$ cat src/hw/rtl/signed_integer_divider_unit_macros.svh
// assertion helpers for the signed integer divider unit
// the macros expect clk_i and rst_ni in scope
`ifndef SIGNED_INTEGER_DIVIDER_UNIT_MACROS_SVH
`define SIGNED_INTEGER_DIVIDER_UNIT_MACROS_SVH

// same-cycle implication, checked outside reset
`define SIDU_ASSERT_IMP(lbl, ante, cons, msg) \
  lbl: assert property (@(posedge clk_i) disable iff (!rst_ni) (ante) |-> (cons)) \
    else $error(msg);

// next-cycle implication, checked outside reset
`define SIDU_ASSERT_NEXT(lbl, ante, cons, msg) \
  lbl: assert property (@(posedge clk_i) disable iff (!rst_ni) (ante) |=> (cons)) \
    else $error(msg);

`endif

$ cat src/hw/rtl/sidu_pkg.sv
`timescale 1ns / 1ps

package sidu_pkg;

  // operand width used when the top level is not overridden
  localparam int unsigned SIDU_DEFAULT_WIDTH = 32;

  // sign and exception bits that ride along with each request
  typedef struct packed {
    logic neg_quo;   // quotient must be negated at the end
    logic neg_rem;   // remainder must be negated at the end
    logic div_zero;  // divisor was zero
  } sidu_flags_t;

endpackage

$ cat src/hw/rtl/sidu_step.sv
`timescale 1ns / 1ps

// one restoring division step with its own pipeline register
module sidu_step import sidu_pkg::*; #(
  parameter int unsigned WIDTH = SIDU_DEFAULT_WIDTH
) (
  input  logic             clk_i,
  input  logic             rst_ni,
  input  logic             valid_i,
  output logic             stall_o,
  input  logic [WIDTH-1:0] rem_i,
  input  logic [WIDTH-1:0] quo_i,
  input  logic [WIDTH-1:0] div_i,
  input  sidu_flags_t      flags_i,
  output logic             valid_o,
  input  logic             stall_i,
  output logic [WIDTH-1:0] rem_o,
  output logic [WIDTH-1:0] quo_o,
  output logic [WIDTH-1:0] div_o,
  output sidu_flags_t      flags_o
);

  logic             valid_q;
  logic [WIDTH-1:0] rem_q, rem_d;
  logic [WIDTH-1:0] quo_q, quo_d;
  logic [WIDTH-1:0] div_q;
  sidu_flags_t      flags_q;
  logic [WIDTH:0]   diff;
  logic             qbit;

  // trial subtract of the divisor from the shifted partial remainder
  assign diff  = {rem_i, quo_i[WIDTH-1]} - {1'b0, div_i};
  assign qbit  = ~diff[WIDTH];
  assign rem_d = qbit ? diff[WIDTH-1:0] : {rem_i[WIDTH-2:0], quo_i[WIDTH-1]};
  assign quo_d = {quo_i[WIDTH-2:0], qbit};

  assign stall_o = valid_q & stall_i;

  always_ff @(posedge clk_i or negedge rst_ni) begin
    if (!rst_ni) begin
      valid_q <= 1'b0;
    end else if (!stall_o) begin
      valid_q <= valid_i;
    end
  end

  always_ff @(posedge clk_i) begin
    if (!stall_o && valid_i) begin
      rem_q   <= rem_d;
      quo_q   <= quo_d;
      div_q   <= div_i;
      flags_q <= flags_i;
    end
  end

  assign valid_o = valid_q;
  assign rem_o   = rem_q;
  assign quo_o   = quo_q;
  assign div_o   = div_q;
  assign flags_o = flags_q;

endmodule

$ cat config.mk
export PLATFORM = sky130hd
export DESIGN_NAME = sidu_step
export DESIGN_NICKNAME = d
export VERILOG_FILES = /design/src/hw/rtl/signed_integer_divider_unit_macros.svh /design/src/hw/rtl/sidu_pkg.sv /design/src/hw/rtl/sidu_step.sv
export SDC_FILE = /design/constraint.sdc
export NUM_CORES = 1
export LEC_CHECK = 0
export BUFFER_PORTS_ARGS = -buffer_cell sky130_fd_sc_hd__buf_2
export CORE_ASPECT_RATIO = 2
export CORE_UTILIZATION = 50
export DETAILED_ROUTE_END_ITERATION = 10
export MAX_ROUTING_LAYER = met4
export PLACE_DENSITY_LB_ADDON = 0.15
export SKIP_CTS_REPAIR_TIMING = 1
export SLEW_MARGIN = 20
export SYNTH_ARGS = -nofsm -noshare
export SYNTH_HDL_FRONTEND = slang
export SYNTH_SLANG_ARGS = --single-unit
$ cat constraint.sdc
create_clock -name clk_i -period 6.61 [get_ports clk_i]
set_input_delay 1.322 -clock clk_i [delete_from_list [all_inputs] [get_ports clk_i]]
set_output_delay 1.322 -clock clk_i [all_outputs]
set_load 0.01 [all_outputs]
==> results of run 1 <==
## critical path, cell delays in order
cell and delay [ns]:
buf_2 0.11, ha_1 0.43, a21oi_4 0.23, o211ai_1 0.11, a221o_1 0.34, a211o_1 0.29, o211ai_1 0.27, o211ai_4 0.13
inv_2 0.55, mux2_4 0.36
## worst paths after layout
path,to,slack [ns],cells after the start
max in group asynchronous,valid_o,5.79,1
min in group asynchronous,valid_o,0.74,1
setup / recovery,rem_o[17],2.56,10
setup reg to reg,rem_o[6],4.36,4
hold reg to reg,valid_o,0.70,2
hold / removal,valid_o,0.70,2
## logic make-up (layout without fill, tap and decap cells)
family | after synthesis | in the layout | synth area share [%]
adders and majority gates | 33 | 33 | 7.69
AOI/OAI and AO/OA | 120 | 120 | 14.6
and+or+nand+nor | 111 | 111 | 9.81
xor gates and xnor gates | 24 | 24 | 3.84
muxes | 18 | 18 | 4.94
buffers and inverters | 57 | 264 | 4.35
DFF | 100 | 100 | 54.8
## sequential cells by signal, indices dropped and copies added, names as in the netlist
signal   flops
div_o       32
quo_o       32
rem_o       32
flags_o      3
valid_o      1
## layer usage
| metal | track usage, % | part of all wire, % |
|---|---|---|
| met3 | 3.90 | 4.2 |
| met1 | 22.3 | 33 |
| met4 | 14.5 | 4.9 |
| met2 | 51.0 | 58 |
| met5 | - | 0 |
## metrics by stage
step,power [W],setup slack (ns),hold WS [ns]
2_1_floorplan,0.00106,0.148,0.730
3_3_place_gp,0.00118,2.29,0.666
3_5_place_dp,0.00119,2.21,0.693
4_1_cts,0.00168,2.56,0.716
5_1_grt,0.00175,2.39,0.723
6_report,0.00167,2.56,0.705
## Yosys cell counts, drive strengths merged, types with 4 or more instances
cell type   n
o31ai       5
ha         32
and3        6
inv        42
and2        4
a21oi      36
xnor2      14
clkbuf     11
o211ai      9
nand3      11
a21o       15
o21bai      5
a211oi      4
o21ai      24
xor2       10
nand4       7
edfxtp     99
buf         4
o21a        6
mux2       18
nor2       16
nor3        4
nor2b       6
nand2b      5
nand2      44
## final cells by class
class                      instances  area, um2  share of cell area, %
timing repair buffer             206       1040                   15.1
sequential                       100       3000                   43.5
clock inverter                     7       61.3                  0.889
inverter                          42        158                   2.29
tap                              137        171                   2.49
clock buffer                       9        225                   3.27
multi-input combinational        306       2240                   32.5
## power by group
part | internal (W) | total, W | switching [W]
clock | 0.000262 | 0.000494 | 0.000232
combinational | 0.000177 | 0.000407 | 0.000230
sequential | 0.000761 | 0.000771 | 0.0000101
==> results.cfg, run 1 <==
[critical_path]
end_kind = flip-flop
worst-path-max-fanout = 20
cp-startpoint = rem_i[15]
worstPathArrival_ns = 4.14
rr_startpoint = valid_o
criticalPathCategory = in -> reg
startpoint_type = primary input
worst_ep_required_time_ns = 6.70

[pwr]
ir_drop_uv = 147
power.leakage_nw = 3.16
p_per_area_mw_per_mm2 = 243

[sta]
hold_violations = 0
timing.setup.tns_ns = 0
slew_violations = 0
fmax_ghz = 0.247
min_period_ns = 4.05
setup_viol = 0
fin_crit_sh_pct = 61.3
max_slew_margin_pct = 48.9
finClkSkew_ns = 0.00743
rsz0062_at_grt = no
worst_pin_slew_ns = 0.766

[route]
routed_wl_um = 14100
first_iter_violations = 184
wire_per_inst_um = 17.5
first_pass_iters = 4
drcViolationCount = 0
postRouteAntennaNets = 0
vias = 4418
vias_per_cell = 5.47

[global_route]
gr-total-overflow = 0
grt_antenna_before_repair = 0
grt_max_degree = 64
grt_pass1_wl_um = 21500
grt_pass1_vias = 4476
grt_usage_pct = 25.7

[logic_synthesis]
synth_seq_area_share_pct = 54.8
synthDistinctLibCells = 51
syn_nets = 599
synth-main-ff-cell = edfxtp_1
synth.area.top_cells = edfxtp_1 54%, ha_1 7.3%, mux2_4 4.9%, a21oi_1 3.1%, nand2_1 3.0%
async_flop_share_pct = 1.00
ys_warn_count = 0
avgSynthCellArea_um2 = 11.8
yosys.area.top_type = edfxtp_1
yosysTopAreaCellShare_pct = 54.3
synth-seq-cells = 100
synth_edf_count = 99
synth_cells = 463
syn_area_mm2 = 0.00547

[place]
dp_cells = 791
io_buffers = 203
place_area_mm2 = 0.00661
place_hpwl_um = 11300
gp_congestion = 0.975

[die]
rows = 53
io_pins = 204
dieWidth_um = 76.0
dieArea_mm2 = 0.0114
die_h_um = 150
core-area_mm2 = 0.0105
initial_core_util_pct = 51.9

[final_layout]
final_cell_area_mm2 = 0.00689
layout.cells.non_filler = 807
layout_common_cells = 203 x buf_2, 99 x edfxtp_1, 44 x nand2_1, 41 x inv_1, 34 x a21oi_1
utilization_pct = 65.4
diodes = 0
layout-area-overhead-vs-synth_pct = 26.0
final_common_cell = buf_2
drive_above_1_share_pct = 36.9
fillers = 863
nets = 801

[clock_network]
cts.sinks = 100
cts_buffer_depth = 2
h-tree-depth = 3
cts_tree = done
clk_pin_slew_ns = 0.07
clk_latency_ns = 0.34
cts_inserted_buffers = 9
cts_root_buf = clkbuf_16

[status]
status = finished clean

[flow_run]
drv_cap = 0

[min_path]
min_path_type = reg -> reg
hold_start = valid_o
Note: power is estimated with default switching activity, not from simulation.
==> run 2: changes to the inputs <==
--- a/config.mk
+++ b/config.mk
@@ -5,9 +5,10 @@
 export SDC_FILE = /design/constraint.sdc
 export NUM_CORES = 1
 export LEC_CHECK = 0
+export ABC_AREA = 1
 export BUFFER_PORTS_ARGS = -buffer_cell sky130_fd_sc_hd__buf_2
 export CORE_ASPECT_RATIO = 2
-export CORE_UTILIZATION = 50
+export CORE_UTILIZATION = 52
 export DETAILED_ROUTE_END_ITERATION = 10
 export MAX_ROUTING_LAYER = met4
 export PLACE_DENSITY_LB_ADDON = 0.15
==> constraint.sdc (replaced) <==
create_clock -name clk_i -period 4.2 [get_ports clk_i]
set_input_delay 0.84 -clock clk_i [delete_from_list [all_inputs] [get_ports clk_i]]
set_output_delay 0.84 -clock clk_i [all_outputs]
set_load 0.01 [all_outputs]
==> run 2 against run 1 <==
Hold slack worse by 0.45 ns. Critical path depth rose by 6. Critical endpoint is now rem_o[9]. Highest routed layer unchanged. First-iteration DRC count grew 30%. Setup slack got worse by 1.1 ns. Wire length is 19% higher. Synthesized area increased by 13%. Clock power up 63%. Clock skew grew 0.0017 ns. Largest cell class unchanged. Largest power group unchanged.
==> results.cfg, run 2 <==
[status]
status = finished clean

[clock_network]
clk_pin_slew_ns = 0.07
clk_latency_ns = 0.34
cts.sinks = 100
h-tree-depth = 3
cts_root_buf = clkbuf_16
cts_tree = done
cts_inserted_buffers = 9
cts_buffer_depth = 2

[critical_path]
crit_buf_inv = 3
worstRegToRegCells = 4
worstPathArrival_ns = 2.80
cp-startpoint = quo_i[31]
startpoint_type = primary input
max_stage_delay_ns = 0.40
end_kind = flip-flop
criticalPathCategory = in -> reg
worstReg2RegEnd = rem_o[30]
r2r_slack_ns = 2.23
crit_top_cell = nand2_1
worst_ep_required_time_ns = 4.29
worst-path-max-fanout = 33
crit_chain = buf_2 > inv_1 > ha_1 > fa_1 > inv_1 > nand2_1 > nand2_1 > nand3_1 > nand2_2 > nand2_1 > nand2_2 > nand2_2 > nand3_1 > nand2_4 > nand2_1 > nand2_1
cpLargestDelayFamily = simple AND/OR/NAND/NOR gates
rr_startpoint = valid_o
cp_slowest_cell = fa_1

[logic_synthesis]
async_flop_share_pct = 1.00
synth_cells = 788
synth_seq_area_share_pct = 48.4
synthDistinctLibCells = 24
synth_edf_count = 99
avgSynthCellArea_um2 = 7.85
synth-seq-cells = 100
synth-main-ff-cell = edfxtp_1
ys_warn_count = 0
yosys.area.top_type = edfxtp_1
yosysMostFrequentCell = nand2_1
yosysTopAreaCellShare_pct = 48.0
syn_area_mm2 = 0.00619
ys_top_cells_by_count = 337 x nand2_1, 160 x inv_1, 99 x edfxtp_1, 40 x nor2_1, 32 x ha_1
syn_nets = 924
synth.area.top_cells = edfxtp_1 48%, nand2_1 20%, inv_1 9.7%, ha_1 6.5%, nand3_1 2.5%

[route]
vias = 5567
first_pass_iters = 4
postRouteAntennaNets = 0
vias_per_cell = 4.85
drcViolationCount = 0
routed_wl_um = 16800
wire_per_inst_um = 14.7
first_iter_violations = 240

[sta]
slew_violations = 0
worst_pin_slew_ns = 0.764
rsz0062_at_grt = no
timing.setup.tns_ns = 0
setup_viol = 0
fin_crit_sh_pct = 64.5
hold_violations = 0
min_period_ns = 2.71
finClkSkew_ns = 0.00908
fmax_ghz = 0.369
max_slew_margin_pct = 49.0

[pwr]
ir_drop_uv = 298
p_per_area_mw_per_mm2 = 351
power.leakage_nw = 4.23

[die]
core-area_mm2 = 0.0116
io_pins = 204
die_h_um = 156
dieArea_mm2 = 0.0124
initial_core_util_pct = 53.2
rows = 56
dieWidth_um = 79.1

[global_route]
grt_pass1_vias = 5321
grt_usage_pct = 28.7
grt_antenna_before_repair = 0
grt_pass1_wl_um = 25600
grt_max_degree = 77
gr-total-overflow = 0

[flow_run]
drv_cap = 0

[final_layout]
final_common_cell = nand2_1
fillers = 1112
diodes = 0
nets = 1133
layout-area-overhead-vs-synth_pct = 23.3
drive_above_1_share_pct = 23.4
layout.cells.non_filler = 1147
layout_common_cells = 337 x nand2_1, 203 x buf_2, 160 x inv_1, 99 x edfxtp_1, 39 x nor2_1

[place]
dp_cells = 1131
io_buffers = 203
place_hpwl_um = 13900
gp_congestion = 0.953

[min_path]
min_path_type = in -> async
[run 2: cell families (layout without fill, tap and decap cells)]
family          Yosys count  count (layout)  synth area share [%]
flops                   100             100                  48.4
fa+ha+maj                33              33                  6.79
simple gates            441             441                  28.8
buf+inv                 167             381                  10.9
compound gates           32              32                  2.99
xor+xnor                 15              15                  2.12
[run 2: worst register-to-register path: cells and delay by family (launching register included)]
kind,cells,cell delay (ns)
and+or+nand+nor,2,0.68
buffers and inverters,2,0.51
DFF,1,0.39
[run 2: area by class of cell]
cell class	count	area, um2	share of cell area, %
Clock inverter	6	57.6	0.754
Inverter	161	604	7.92
Timing Repair Buffer	204	1040	13.6
Sequential cell	100	3000	39.3
Clock buffer	10	229	3.00
Tap cell	145	181	2.38
Multi-Input combinational cell	521	2530	33.1
[run 2: through the flow]
stage	hold slack [ns]	total power (W)	instance area [um2]	worst slack, ns	util (%)
after floorplan	0.525	0.00167	6190	0.206	-
after global placement	0.471	0.00188	7350	1.18	63.2
after detailed placement	0.494	0.00190	7350	1.10	63.2
after CTS	0.245	0.00270	7630	1.47	65.6
after global routing	0.246	0.00281	7630	1.29	65.6
final	0.251	0.00268	7630	1.49	65.6
[run 2: power breakdown]
part	internal [W]	total [W]	leakage [nW]	switching, W
logic	0.000233	0.000665	3.13	0.000432
registers	0.00119	0.00121	0.959	0.0000160
clock network	0.000415	0.000807	0.141	0.000392
total	0.00184	0.00268	4.23	0.000840
[run 2: per-layer routing]
layer / share of wire (%) / global-route usage, % / up-vias
met5: 0 / - / -
met3: 4.7 / 3.91 / 47
li1: - / - / 2851
met4: 6.4 / 18.4 / 0
met1: 32 / 24.3 / 2477
met2: 57 / 55.9 / 192
[run 2: worst max-delay path by stage]
stage	end	slack [ns]	depth (start not counted)
2_1_floorplan	div_o[0]	0.21	3
3_3_place_gp	rem_o[0]	1.18	16
3_5_place_dp	rem_o[13]	1.10	16
4_1_cts	rem_o[9]	1.47	16
5_1_grt	rem_o[1]	1.29	16
6_report	rem_o[9]	1.49	16
